`src/hw/rtl/npts_pkg.sv`:
```
// Shared types and constants of the nearest point table search block.
// No dependencies; every other file of the block refers to this package.
`timescale 1ns / 1ps
package npts_pkg;

  localparam int unsigned CoordW   = 21;
  localparam int unsigned DistW    = 22;
  localparam int unsigned IdxOutW  = 9;
  localparam int unsigned QuotW    = 15;
  localparam int unsigned ProdW    = 43;
  localparam int unsigned RecipShift = 28;
  // ceil(2^28 / 100): exact truncating divide by 100 for magnitudes below 2^21
  localparam logic [21:0] Recip100  = 22'd2684355;
  localparam logic [DistW-1:0] ThrReset = 22'd50000;

  // APB byte address of the near threshold register.
  localparam logic [1:0] ThrAddr = 2'd0;

  typedef enum logic [1:0] {
    CMD_CLEAR   = 2'd0,
    CMD_APPEND  = 2'd1,
    CMD_NEAREST = 2'd2,
    CMD_DIRECT  = 2'd3
  } cmd_e;

  typedef enum logic [1:0] {
    DIR_RIGHT = 2'd0,
    DIR_LEFT  = 2'd1,
    DIR_UP    = 2'd2,
    DIR_DOWN  = 2'd3
  } dir_e;

  typedef struct packed {
    logic [1:0]        cmd;
    logic [CoordW-1:0] coord_lat;
    logic [CoordW-1:0] coord_lon;
    logic [1:0]        direction;
  } req_t;

  typedef struct packed {
    logic               found;
    logic [IdxOutW-1:0] entry_index;
    logic [DistW-1:0]   best_distance;
    logic               table_full;
  } res_t;

  typedef struct packed {
    logic [CoordW-1:0] lat;
    logic [CoordW-1:0] lon;
  } point_t;

  // Marks one table entry moving down the scan pipeline.
  typedef struct packed {
    logic vld;
    logic last;
  } tag_t;

  typedef struct packed {
    logic             vld;
    logic             last;
    logic             elig;
    logic [DistW-1:0] metric;
  } met_t;

endpackage

```
`src/hw/rtl/npts_metric.sv`:
```
// Shared distance unit: two pipeline stages that turn one table entry into
// a ranking metric for either query kind. Depends on npts_pkg.
`timescale 1ns / 1ps
module npts_metric (
  input  logic                      clk_i,
  input  logic                      rst_ni,
  input  npts_pkg::tag_t            tag_i,
  input  npts_pkg::point_t          pt_i,
  input  logic [npts_pkg::CoordW-1:0] q_lat_i,
  input  logic [npts_pkg::CoordW-1:0] q_lon_i,
  input  logic [1:0]                dir_i,
  input  logic                      direct_i,
  output npts_pkg::met_t            met_o
);

  localparam int unsigned CW = npts_pkg::CoordW;
  localparam int unsigned QW = npts_pkg::QuotW;
  localparam int unsigned DW = npts_pkg::DistW;
  localparam int unsigned PW = npts_pkg::ProdW;

  logic signed [CW:0] dlat, dlon;
  logic [CW:0]        mlat, mlon;
  logic [PW-1:0]      prod_lat, prod_lon;

  npts_pkg::tag_t s1_tag_q, s2_tag_q;
  logic [CW-1:0]  a_lat_q, a_lon_q;
  logic           n_lat_q, n_lon_q, n2_lat_q, n2_lon_q;
  logic [QW-1:0]  qy_q, qx_q;
  logic [DW-1:0]  sum_q;

  logic [QW-1:0]  ahead, lateral;
  logic           ahead_pos;

  // Stage 1: entry minus query point, split into sign and magnitude.
  assign dlat = $signed({pt_i.lat[CW-1], pt_i.lat}) - $signed({q_lat_i[CW-1], q_lat_i});
  assign dlon = $signed({pt_i.lon[CW-1], pt_i.lon}) - $signed({q_lon_i[CW-1], q_lon_i});
  assign mlat = dlat[CW] ? (CW+1)'(-dlat) : (CW+1)'(dlat);
  assign mlon = dlon[CW] ? (CW+1)'(-dlon) : (CW+1)'(dlon);

  // Stage 2: divide magnitudes by 100 via reciprocal multiply.
  assign prod_lat = PW'(a_lat_q) * PW'(npts_pkg::Recip100);
  assign prod_lon = PW'(a_lon_q) * PW'(npts_pkg::Recip100);

  always_ff @(posedge clk_i or negedge rst_ni) begin
    if (!rst_ni) begin
      s1_tag_q <= '0;
      s2_tag_q <= '0;
      a_lat_q  <= '0;
      a_lon_q  <= '0;
      n_lat_q  <= 1'b0;
      n_lon_q  <= 1'b0;
      n2_lat_q <= 1'b0;
      n2_lon_q <= 1'b0;
      qy_q     <= '0;
      qx_q     <= '0;
      sum_q    <= '0;
    end else begin
      s1_tag_q <= tag_i;
      a_lat_q  <= mlat[CW-1:0];
      a_lon_q  <= mlon[CW-1:0];
      n_lat_q  <= dlat[CW];
      n_lon_q  <= dlon[CW];
      s2_tag_q <= s1_tag_q;
      qy_q     <= prod_lat[npts_pkg::RecipShift +: QW];
      qx_q     <= prod_lon[npts_pkg::RecipShift +: QW];
      n2_lat_q <= n_lat_q;
      n2_lon_q <= n_lon_q;
      sum_q    <= DW'(a_lat_q) + DW'(a_lon_q);
    end
  end

  // Quotients keep the sign of the difference; zero is never ahead.
  always_comb begin
    case (dir_i)
      npts_pkg::DIR_RIGHT: begin
        ahead     = qx_q;
        lateral   = qy_q;
        ahead_pos = !n2_lon_q && (qx_q != '0);
      end
      npts_pkg::DIR_LEFT: begin
        ahead     = qx_q;
        lateral   = qy_q;
        ahead_pos = n2_lon_q && (qx_q != '0);
      end
      npts_pkg::DIR_UP: begin
        ahead     = qy_q;
        lateral   = qx_q;
        ahead_pos = !n2_lat_q && (qy_q != '0);
      end
      default: begin
        ahead     = qy_q;
        lateral   = qx_q;
        ahead_pos = n2_lat_q && (qy_q != '0);
      end
    endcase
  end

  assign met_o.vld    = s2_tag_q.vld;
  assign met_o.last   = s2_tag_q.last;
  assign met_o.elig   = direct_i ? ahead_pos : 1'b1;
  assign met_o.metric = direct_i ? DW'({lateral, 2'b00}) + DW'(ahead) : sum_q;

endmodule

```
`config.mk`:
```
export PLATFORM = sky130hd
export DESIGN_NAME = npts_metric
export DESIGN_NICKNAME = d
export VERILOG_FILES = /design/src/hw/rtl/npts_pkg.sv /design/src/hw/rtl/npts_metric.sv
export SDC_FILE = /design/constraint.sdc
export NUM_CORES = 1
export LEC_CHECK = 0
export ABC_AREA = 1
export BUFFER_PORTS_ARGS = -buffer_cell sky130_fd_sc_hd__buf_2
export CAP_MARGIN = 15
export CORE_ASPECT_RATIO = 0.75
export CORE_MARGIN = 4
export CORE_UTILIZATION = 34
export DETAILED_ROUTE_END_ITERATION = 10
export MAX_ROUTING_LAYER = met4
export PLACE_DENSITY = 0.54
export RECOVER_POWER = 50
export SLEW_MARGIN = 20
export SYNTH_ARGS = -nofsm -noshare
export SYNTH_HDL_FRONTEND = slang
export SYNTH_SLANG_ARGS = --single-unit
```
`constraint.sdc`:
```
create_clock -name clk_i -period 8.5 [get_ports clk_i]
set_input_delay 0.425 -clock clk_i [delete_from_list [all_inputs] [get_ports clk_i]]
set_output_delay 0.425 -clock clk_i [all_outputs]
set_load 0.05 [all_outputs]
```
# [Word level (Yosys, flattened, before mapping)]
# Cells that the tools add are included.
[totals] regBits=102 input_bits=91
[op_classes] addsub=6 mul=2 eq_ne=2 muxes=7 n_reduce_logical=10
[ops] op="21-bit by 22-bit multiplier with 43-bit output (second input constant)" count=2
[ops] op="21-bit by 21-bit subtractor with 22-bit output" count=2
[ops] op="21-bit two-way mux" count=2
[ops] op="21-bit negation" count=2
[ops] op="15-bit two-way mux" count=2
[ops] op="15-bit nonzero test" count=2
[ops] op="21-bit by 21-bit adder with 22-bit output" count=1
[ops] op="22-bit two-way mux" count=1
[ops] op="17-bit by 15-bit adder with 18-bit output" count=1
[ops] op="1-bit logical AND" count=4
[ops] op="1-bit case mux with 3 select lines" count=1
[ops] op="2-bit by 1-bit == test with 1-bit output (second input constant)" count=1
[ops] op="2-bit == test (second input constant)" count=1
[ops] op="1-bit logical NOT" count=2
[ops] op="2-bit logical NOT" count=1
[ops] op="2-bit OR reduction" count=1
[ops] op="1-bit two-way mux" count=1

# [Logic depth before layout (Yosys ltp)]
# Gate-level depths: netlist of run 1.
[logic_depth] depth_word=5 ltp_mapped=28 mapped_depth_nobuf=28

# [Worst setup path before layout of run 1]
# OpenSTA, ideal clock, no wires.
[synth_path] path_kind="flip-flop to flip-flop" start="reg a_lat_q[4]" end="reg qy_q[4]" arrival_time_ns=5.446 required_ns=8.377 slack_ns=2.931 path_stages_with_launch=21 path_buffers=0 path_cell_list="dfrtp_1 > inv_1 > fa_1 > fa_1 > fa_1 > fa_1 > fa_1 > inv_1 > fa_1 > inv_1 > fa_1 > inv_1 > ha_1 > nand2_1 > nor2_1 > inv_1 > nor2_1 > inv_1 > o31ai_1 > a21oi_1 > xnor2_1"
[synth_via] elab_chain_len=1
[synth_lines] item="start, declared" line_no="npts_metric.sv:26" source="logic [CW-1:0] a_lat_q, a_lon_q;"
[synth_lines] item="start signal, assigned" line_no="npts_metric.sv:59" source="a_lat_q <= mlat[CW-1:0];"
[synth_lines] item="21-bit by 22-bit multiplier with 43-bit output" line_no="npts_metric.sv:41" source="assign prod_lat = PW'(a_lat_q) * PW'(npts_pkg::Recip100);"
[synth_lines] item="named net prod_lat[32]" line_no="npts_metric.sv:23" source="logic [PW-1:0] prod_lat, prod_lon;"
[synth_lines] item="end signal, assigned" line_no="npts_metric.sv:64" source="qy_q <= prod_lat[npts_pkg::RecipShift +: QW];"
[synth_lines] item="end, declared" line_no="npts_metric.sv:28" source="logic [QW-1:0] qy_q, qx_q;"
# The timed path passes the listed nets, and every way through them passes these cells.

# [Worst setup path in the final report of run 1]
[layout_path] start="reg a_lon_q[10]" end="reg qx_q[9]"
[layout_via] elab_chain_len=1
[layout_lines] item="start, declared" line_no="npts_metric.sv:26"
[layout_lines] item="start signal, assigned" line_no="npts_metric.sv:60" source="a_lon_q <= mlon[CW-1:0];"
[layout_lines] item="21-bit by 22-bit multiplier with 43-bit output" line_no="npts_metric.sv:42" source="assign prod_lon = PW'(a_lon_q) * PW'(npts_pkg::Recip100);"
[layout_lines] item="named net prod_lon[37]" line_no="npts_metric.sv:23"
[layout_lines] item="end signal, assigned" line_no="npts_metric.sv:65" source="qx_q <= prod_lon[npts_pkg::RecipShift +: QW];"
[layout_lines] item="end, declared" line_no="npts_metric.sv:28"
# The timed path passes the listed nets, and every way through them passes these cells.

==> results.json, run 1 <==
{
  "run_status": "finished, violations left",
  "violations": "max-capacitance violations, max-slew violations",
  "report.final.slew_viol_count": 105,
  "cpMostUsedCell": "fa_1",
  "finalSetupViolations": 0,
  "postCtsHoldBufs": 0,
  "fin_util_pct": 37.3,
  "antennaDiodeCount": 0,
  "io_buffer_count": 115,
  "place.gp.congestion": 0.950,
  "post_cts_buffers": 0,
  "slew_headroom_pct": -125,
  "skew_ns": 0.0210,
  "reg2reg_depth": 19,
  "syn_area_per_cell_sq_um": 8.02,
  "rows": 85,
  "wl_um": 71600,
  "fin_crit_sh_pct": 72.6,
  "worstSetupEndpointType": "register",
  "cts_max_level": 3,
  "postPlaceCellArea_sq_um": 26600,
  "synth_seq_cells": 102,
  "drt-wirelength-per-cell_um": 17.1,
  "min_path_cells": 1,
  "die_height_um": 242,
  "cts_max_path_buffers": 2,
  "cts_root_buffer": "clkbuf_16",
  "postRouteAntennaNets": 0,
  "fmax_mhz": 162,
  "clkLatencyLatePin_ns": 0.39,
  "cp.required_ns": 8.76,
  "io_pins": 116,
  "cts.clk_slew.worst_paths_ns": 0.09,
  "synth-seq-area-share_pct": 10.3,
  "dieArea_sq_um": 77700,
  "layoutNonFillerInstCount": 4180,
  "cp.depth": 19,
  "grt-ovfl-total": 0,
  "cts.sinks": 102,
  "yosysWarnings": 0,
  "cp-start-kind": "register",
  "dp_hpwl_um": 64500,
  "rsz0062_at_grt": "false",
  "grt_pass1_vias": 19600,
  "final-hold-violation-count": 0,
  "crit_fanout": 7,
  "cp.arrival_ns": 6.44,
  "vias": 19700,
  "cp_slowest_cell": "dfrtp_1",
  "layout-drive-gt1-share_pct": 5.00,
  "drc": 0,
  "cts_tree": "done",
  "grt_max_degree": 58,
  "via_per_inst": 4.71,
  "core_area_sq_um": 72200,
  "syn_nets": 3999,
  "critPathTopFamily": "adder cells",
  "track_usage_pct": 19.2,
  "synthFlopType": "dfrtp_1",
  "grt_pass1_wl_um": 113000,
  "slowest_delay_ns": 0.76,
  "worstSetupPathType": "register to register",
  "tightest_slew_ns": 3.38,
  "holdCritPathClass": "input pin to register",
  "drtIter0Drc": 1341,
  "die_w_um": 320,
  "dp.cells": 4164,
  "antenna_found_initial": 3,
  "design_area_sq_um": 26900,
  "cts-buffers-inserted": 9,
  "setup_tns_ns": 0,
  "initial_core_util_pct": 34.5,
  "crit_buf_inv": 1,
  "cts_resized": 0,
  "crit_path_cell_trace": "ha_1 -> fa_1 -> fa_1 -> fa_1 -> fa_1 -> fa_1 -> fa_1 -> ha_1 -> nand2_1 -> nor2_1 -> inv_1 -> o21ai_0 -> a21oi_1 -> nand2_1 -> nand2_1 -> nand2_1 -> nand3_1 -> nand3_1 -> nand2_1",
  "netlist_instances": 3104,
  "syn-cell-area_sq_um": 24900,
  "async_reset_ff_share_pct": 100,
  "dr.pass1.iters": 5,
  "area_growth_pct": 8.05,
  "drv_cap": 2,
  "synth_edf_count": 0,
  "synth_cell_types": 47,
  "fin_crit_ns": 6.17,
  "final_nets": 4113
}
state kept, by name (all words and copies together), names as in the netlist:
| register | flops |
|---|---|
| sum_q | 22 |
| a_lat_q | 21 |
| a_lon_q | 21 |
| qx_q | 15 |
| qy_q | 15 |
| met_o | 2 |
| s1_tag_q | 2 |
| n2_lat_q | 1 |
| n2_lon_q | 1 |
| n_lat_q | 1 |
| n_lon_q | 1 |
layer usage:
layer | routed length (um) | global-route usage, % | up-vias
met1 | 39000 | 30.0 | 9111
met5 | 0 | - | -
met2 | 26100 | 24.7 | 538
met3 | 5740 | 5.51 | 39
li1 | - | - | 9996
met4 | 769 | 2.40 | 0
logic make-up after synthesis:
logic type	share of synthesized area, %
adders and majority gates	49.9
buffers and inverters	11.8
and+or+nand+nor	15.8
xor gates and xnor gates	3.54
AOI/OAI and AO/OA	8.60
DFF	10.3
cell usage in the layout (no fill, tap or decap), types with 32 or more instances in the layout:
master | netlist | layout
ha_1 | 488 | 488
fa_1 | 316 | 316
buf_2 | 1 | 110
nand2_1 | 538 | 538
dfrtp_1 | 102 | 102
xor2_1 | 65 | 65
nor2_1 | 183 | 183
nand4_1 | 32 | 32
a21oi_1 | 151 | 151
o21ai_0 | 131 | 131
inv_1 | 762 | 762
nand3_1 | 107 | 107
worst reg2reg max path: cells and delay by family (launching register included):
family                   cells  cell delay [ns]
adder cells (fa/ha/maj)      8             3.93
flip-flops                   1             0.76
AND/OR/NAND/NOR              8             0.76
AO/OA/AOI/OAI                2             0.56
buffers and inverters        1             0.05
cell type report:
cell class / count / area, sq um
Tap cell: 957 / 1200
Sequential cell: 102 / 2550
Timing Repair Buffer: 116 / 573
Clock buffer: 9 / 225
Inverter: 766 / 2880
Fill cell: 7511 / 45300
Multi-Input combinational cell: 2223 / 19400
Clock inverter: 7 / 81.3
Yosys cell counts, types with 32 or more instances:
master | count | area share [%]
a21oi_1 | 151 | 3.0
dfrtp_1 | 102 | 10
fa_1 | 316 | 25
ha_1 | 488 | 25
inv_1 | 762 | 11
nand2_1 | 538 | 8.1
nand3_1 | 107 | 2.2
nand4_1 | 32 | 0.80
nor2_1 | 183 | 2.8
o21ai_0 | 131 | 2.6
xor2_1 | 65 | 2.3
per-stage QoR:
| stage | hold WS, ns | setup WS (ns) |
|---|---|---|
| after floorplan | 0.129 | 2.93 |
| after global placement | 0.332 | 2.46 |
| after detailed placement | 0.337 | 2.43 |
| after CTS | 0.0473 | 2.41 |
| after global routing | 0.128 | 1.98 |
| final | 0.144 | 2.33 |
final timing paths:
path                       slack [ns]          end   startpoint
setup / recovery                 2.33      qx_q[9]  a_lon_q[10]
max in group asynchronous        3.51   a_lat_q[9]       rst_ni
min in group asynchronous        0.79     sum_q[3]       rst_ni
hold reg to reg                  0.35    met_o[24]  s1_tag_q[1]
hold / removal                   0.14  s1_tag_q[0]     tag_i[0]
setup reg to reg                 2.33      qx_q[9]  a_lon_q[10]
Power of run 1 is left out: the tool's default activity adds up to more than one toggle a clock period on the data nets, which glitch-free logic cannot reach.
==> inputs of run 2 (changes only) <==
Settings changed: ABC_AREA 1 to 0, PLACE_DENSITY 0.54 to 0.56.
Clock period 8.5 ns to 5.4 ns, I/O delays scaled along.
==> run 2 against run 1 <==
The flow finishes with violations (max-capacitance violations, max-slew violations, negative setup slack); fmax grew 0.15%; first-iteration DRC count shrank 27%; synthesized cell count shrank 27%; non-clock buffer count grew 283; via count shrank 13%; final cell count shrank 15%; sequential share of layout area shrank 0.065 points; wire length shrank 7.6%; core utilization grew 4.7 points; global-route usage grew 0.066 points; largest cell class unchanged; highest routed layer unchanged.
==> results.json, run 2 <==
{
  "crit_fanout": 5,
  "synth_top_family_by_area": "adder cells",
  "layout.cells.most_common": "inv_1",
  "drt-wirelength-per-cell_um": 18.7,
  "drv_cap": 2,
  "yosysMostFrequentCell": "inv_1",
  "syn_area_per_cell_sq_um": 9.91,
  "cts_max_level": 3,
  "area_growth_pct": 21.6,
  "top_regs": "sum_q: 22 flops, a_lat_q: 21 flops, a_lon_q: 21 flops",
  "cts.sinks": 102,
  "cts_tree": "done",
  "worst_hold_slack_ns": 0.242,
  "report.final.slew_viol_count": 80,
  "fin_crit_sh_pct": 114,
  "drtIter0Drc": 985,
  "syn-cell-area_sq_um": 22500,
  "final_cell_mix": "inv_1, ha_1, fa_1",
  "setup_slack_ns": -0.763,
  "fin_util_pct": 41.9,
  "place.gp.congestion": 0.948,
  "die_w_um": 305,
  "synth-xor-area-share_pct": 4.93,
  "dieArea_sq_um": 70500,
  "skew_ns": 0.0152,
  "tightest_slew_ns": 2.42,
  "holdCritPathClass": "input pin to register",
  "largest-register": "sum_q",
  "worstSetupPathType": "register to register",
  "yosys.area.top_type": "fa_1",
  "finalSetupViolations": 30,
  "worstSetupEndpointType": "register",
  "min_path_cells": 3,
  "cts_root_buffer": "clkbuf_16",
  "initial_core_util_pct": 34.5,
  "rows": 81,
  "synth.area.mux_share_pct": 2.12,
  "syn_nets": 3168,
  "run_status": "finished, violations left",
  "clkLatencyLatePin_ns": 0.37,
  "via_per_inst": 4.81,
  "cts_max_path_buffers": 2,
  "setup_tns_ns": -16.18,
  "cts-buffers-inserted": 9,
  "rsz0062_at_grt": "true",
  "track_usage_pct": 19.3,
  "use_met2_pct": 26.1,
  "postRouteAntennaNets": 0,
  "fmax_mhz": 162,
  "final-hold-violation-count": 0,
  "synth_cell_types": 87,
  "antenna_found_initial": 8,
  "slew_headroom_pct": -61.0,
  "wl_um": 66100,
  "use_met3_pct": 3.77,
  "violations": "max-capacitance violations, max-slew violations, negative setup slack",
  "grt_pass1_wl_um": 102000,
  "die_height_um": 231,
  "drc": 0,
  "grt_pass1_vias": 17700,
  "largest_reg_flops": 22,
  "reg2reg_depth": 21,
  "vias": 17000,
  "io_pins": 116,
  "synth_seq_cells": 102,
  "grtUsageMet1_pct": 30.2,
  "grt_max_degree": 58,
  "dp_hpwl_um": 59600,
  "dp_slack_ns": -0.883,
  "dr.pass1.iters": 5,
  "io_buffer_count": 115,
  "cp.required_ns": 5.68,
  "cts.clk_slew.worst_paths_ns": 0.08,
  "cp.arrival_ns": 6.45,
  "yosysTopAreaCellShare_pct": 28.1,
  "synth-seq-area-share_pct": 11.3,
  "synthAdderAreaFrac_pct": 55.2,
  "yosysWarnings": 0,
  "yosys-top-cells-count": "inv_1, ha_1, fa_1",
  "fin_crit_ns": 6.16,
  "synth_edf_count": 0,
  "layout-drive-gt1-share_pct": 23.4,
  "cp-start-kind": "register",
  "synth_area_leaders": "fa_1, ha_1, dfrtp_1",
  "synth-simple-area-share_pct": 6.64,
  "synthFlopType": "dfrtp_1",
  "final_nets": 3558,
  "netlist_instances": 2273,
  "synth_compound_area_share_pct": 10.2,
  "grt-busiest-layer": "met1",
  "core_area_sq_um": 65400,
  "async_reset_ff_share_pct": 100,
  "grt-ovfl-total": 0
}
-- run 2: cell types whose count changed after synthesis, moves of 55 or more --
cell     delta
nand2_1   -481
inv_1     -213
nor2_1    -115
nand3_1    -85
o21ai_0    -66
a21oi_1    -62
xnor2_1    +55
-- run 2: worst paths after layout --
kind                        startpoint    endpoint  slack, ns
min in group asynchronous       rst_ni    qy_q[14]       1.18
max reg2reg                 a_lat_q[3]    qy_q[13]      -0.76
max in group asynchronous       rst_ni  a_lat_q[4]       1.63
min                         q_lat_i[0]  a_lat_q[0]       0.24
max                         a_lat_q[3]    qy_q[13]      -0.76
min reg2reg                s1_tag_q[0]   met_o[23]       0.36
-- run 2: critical path: stages, from the launching register on --
cell,delay [ns]
dfrtp_2,0.47
fa_1,0.58
fa_1,0.45
fa_1,0.55
fa_1,0.44
fa_1,0.49
inv_1,0.05
fa_1,0.47
inv_1,0.05
fa_1,0.49
inv_2,0.05
ha_4,0.26
and3_4,0.17
nand4_1,0.15
nor4_4,0.22
a2111oi_4,0.05
buf_4,0.16
o31ai_4,0.23
a31oi_4,0.16
o31ai_4,0.29
buf_4,0.16
xor2_1,0.14
-- run 2: repair_timing --
| action | 4_1_cts | 5_1_grt |
|---|---|---|
| hold endpoints to repair | 47 | 0 |
| pin swaps | 58 | 35 |
| hold buffers | 3 | 0 |
| buffers inserted | 9 | 10 |
| gates resized for setup | 77 | 53 |
| setup endpoints to repair | 30 | 30 |
-- run 2: cells by family (layout without fill, tap and decap cells) --
| logic type | after synthesis | after routing |
|---|---|---|
| adder cells (fa/ha/maj) | 804 | 804 |
| buffers and inverters | 570 | 965 |
| AO/OA/AOI/OAI | 340 | 340 |
| AND/OR/NAND/NOR | 288 | 288 |
| XOR/XNOR | 126 | 126 |
| flip-flops | 102 | 102 |
| multiplexers | 43 | 43 |
| other | 0 | 3 |
-- run 2: area by class of cell --
type	instances	area (sq um)
fill	6384	38000
multi-input combinational	1601	18600
timing repair buffer	399	2750
sequential	102	2580
inverter	550	2070
tap	871	1090
clock buffer	10	239
clock inverter	6	53.8
antenna	3	7.51
-- run 2: metrics by stage --
step / cells / instance area [sq um]
floorplan: 2273 / 22800
global placement: 3505 / 26300
detailed placement: 3505 / 26300
CTS: 3532 / 27100
global route: 3542 / 27400
finish: 3542 / 27400
-- run 2: routing by layer --
metal  wire [um]  vias to the layer above
li1            -                     8246
met1       35100                     8314
met2       26000                      443
met3        4370                       37
met4         636                        0
met5           0                        -
Power of run 2 is left out for the same reason.
==> inputs of run 3 (changes only) <==
Settings changed: CELL_PAD_IN_SITES_DETAIL_PLACEMENT set to 1, CELL_PAD_IN_SITES_GLOBAL_PLACEMENT set to 2, PLACE_DENSITY 0.56 to 0.77.
==> run 3 against run 2 <==
The run still ends with max-capacitance violations, max-slew violations, negative setup slack left; register-to-register slack lost 0.05 ns; global-route usage grew 2.1 points; worst setup slack lost 0.046 ns; final cell count grew 0.62%; largest cell class unchanged.
==> results.json, run 3 (synthesized netlist as in run 2, its figures left out) <==
{
  "cts_max_level": 3,
  "violations": "max-capacitance violations, max-slew violations, negative setup slack",
  "cts_tree": "done",
  "place.gp.congestion": 0.943,
  "cts_max_path_buffers": 2,
  "cp-start-kind": "register",
  "io_pins": 116,
  "worstSetupPathType": "register to register",
  "critPathTopFamily": "adder cells",
  "design_area_sq_um": 27700,
  "cts_root_buffer": "clkbuf_16",
  "rsz0062_at_grt": "true",
  "final_nets": 3581,
  "die_w_um": 305,
  "fin_crit_ns": 6.21,
  "tightest_slew_ns": 2.28,
  "layout-drive-gt1-share_pct": 24.8,
  "vias": 17500,
  "slew_headroom_pct": -51.9,
  "largest-register": "sum_q",
  "final_cell_mix": "inv_1, ha_1, fa_1",
  "finalSetupViolations": 30,
  "crit_fanout": 3,
  "largest_reg_flops": 22,
  "grt_max_degree": 63,
  "fmax_mhz": 161,
  "dp_slack_ns": -0.917,
  "initial_core_util_pct": 34.5,
  "skew_ns": 0.00911,
  "cts.sinks": 102,
  "worstSetupEndpointType": "register",
  "track_usage_pct": 21.4,
  "drtIter0Drc": 892,
  "drt-wirelength-per-cell_um": 20.4,
  "postRouteAntennaNets": 0,
  "drc": 0,
  "core_area_sq_um": 65400,
  "clkLatencyLatePin_ns": 0.38,
  "setup_slack_ns": -0.809,
  "io_buffer_count": 115,
  "top_regs": "sum_q: 22 flops, a_lat_q: 21 flops, a_lon_q: 21 flops",
  "wl_um": 72600,
  "layout.cells.most_common": "inv_1",
  "grt_pass1_wl_um": 114000,
  "cp.required_ns": 5.63,
  "dr.pass1.iters": 7,
  "crit_buf_inv": 5,
  "final-hold-violation-count": 0,
  "area_growth_pct": 23.0,
  "rows": 81,
  "postPlaceCellArea_sq_um": 26400,
  "via_per_inst": 4.91,
  "cp_slowest_cell": "fa_1",
  "drv_cap": 2,
  "antenna_found_initial": 3,
  "cp.arrival_ns": 6.44,
  "dieArea_sq_um": 70500,
  "grt-ovfl-total": 0,
  "dp_hpwl_um": 65100,
  "cpMostUsedCell": "fa_1",
  "run_status": "finished, violations left",
  "die_height_um": 231,
  "crit_path_cell_trace": "fa_1 -> inv_2 -> fa_1 -> inv_2 -> fa_1 -> fa_1 -> fa_1 -> inv_2 -> fa_1 -> inv_2 -> ha_4 -> ha_4 -> a21o_1 -> a21o_1 -> a21oi_2 -> o221ai_2 -> a2111oi_4 -> buf_4 -> o31ai_4 -> a31oi_4 -> nor2_2 -> o2111ai_2 -> o311ai_1",
  "slowest_delay_ns": 0.58,
  "cts.clk_slew.worst_paths_ns": 0.08,
  "fin_crit_sh_pct": 115,
  "holdCritPathClass": "input pin to register",
  "fin_util_pct": 42.4,
  "grt_pass1_vias": 19700,
  "layoutNonFillerInstCount": 3564,
  "dp.cells": 3508,
  "cts-buffers-inserted": 9,
  "report.final.slew_viol_count": 105
}
==> run 3: cell types whose count changed in the layout (fill, tap and decap cells not counted), sizes merged <==
cell	before	now
buf	384	407
diode	3	2
inv	553	552
clkbuf	22	23
==> run 3: final timing paths <==
check / slack, ns / from / end / cells after the start
setup / recovery: -0.81 / a_lat_q[19] / qy_q[12] / 23
hold / removal: 0.23 / q_lat_i[0] / a_lat_q[0] / 3
setup reg to reg: -0.81 / a_lat_q[19] / qy_q[12] / 23
hold reg to reg: 0.36 / s1_tag_q[1] / met_o[24] / 0
max in group asynchronous: 1.44 / rst_ni / a_lat_q[4] / 3
min in group asynchronous: 1.12 / rst_ni / qy_q[11] / 2
==> run 3: cell type report <==
class                      count  area [sq um]
antenna                        2          5.00
multi-input combinational   1601         18700
clock inverter                 5          42.5
fill                        7391         37700
clock buffer                  11           243
timing repair buffer         422          2930
sequential                   102          2580
inverter                     550          2070
tap                          871          1090
==> run 3: worst register-to-register path, delay by kind of cell (launching register included) <==
family | cells | cell delay (ns)
buf+inv | 5 | 0.38
fa+ha+maj | 8 | 3.52
simple gates | 1 | 0.09
flops | 1 | 0.43
compound gates | 9 | 1.63
==> run 3: repair_timing <==
action | CTS | global route
hold buffers | 3 | 0
gates cloned | 0 | 0
setup buffers | 23 | 17
pin swaps | 57 | 31
endpoints found under the hold margin | 42 | 0
gates resized for setup | 112 | 43
setup endpoints to repair | 30 | 30
==> run 3: metrics by stage <==
step           TNS [ns]  hold slack (ns)
2_1_floorplan     -5.28          -0.0256
3_3_place_gp     -17.38            0.285
3_5_place_dp     -19.76            0.287
4_1_cts          -16.80            0.217
5_1_grt          -24.49            0.252
6_report         -17.34            0.229
==> run 3: per-layer routing <==
| layer | global-route usage, % | vias to the layer above | routed length [um] |
|---|---|---|---|
| li1 | - | 8285 | - |
| met1 | 31.9 | 8854 | 37500 |
| met2 | 31.0 | 324 | 30200 |
| met3 | 3.92 | 39 | 4110 |
| met4 | 2.39 | 0 | 754 |
| met5 | - | - | 0 |
Power of run 3 is left out for the same reason.
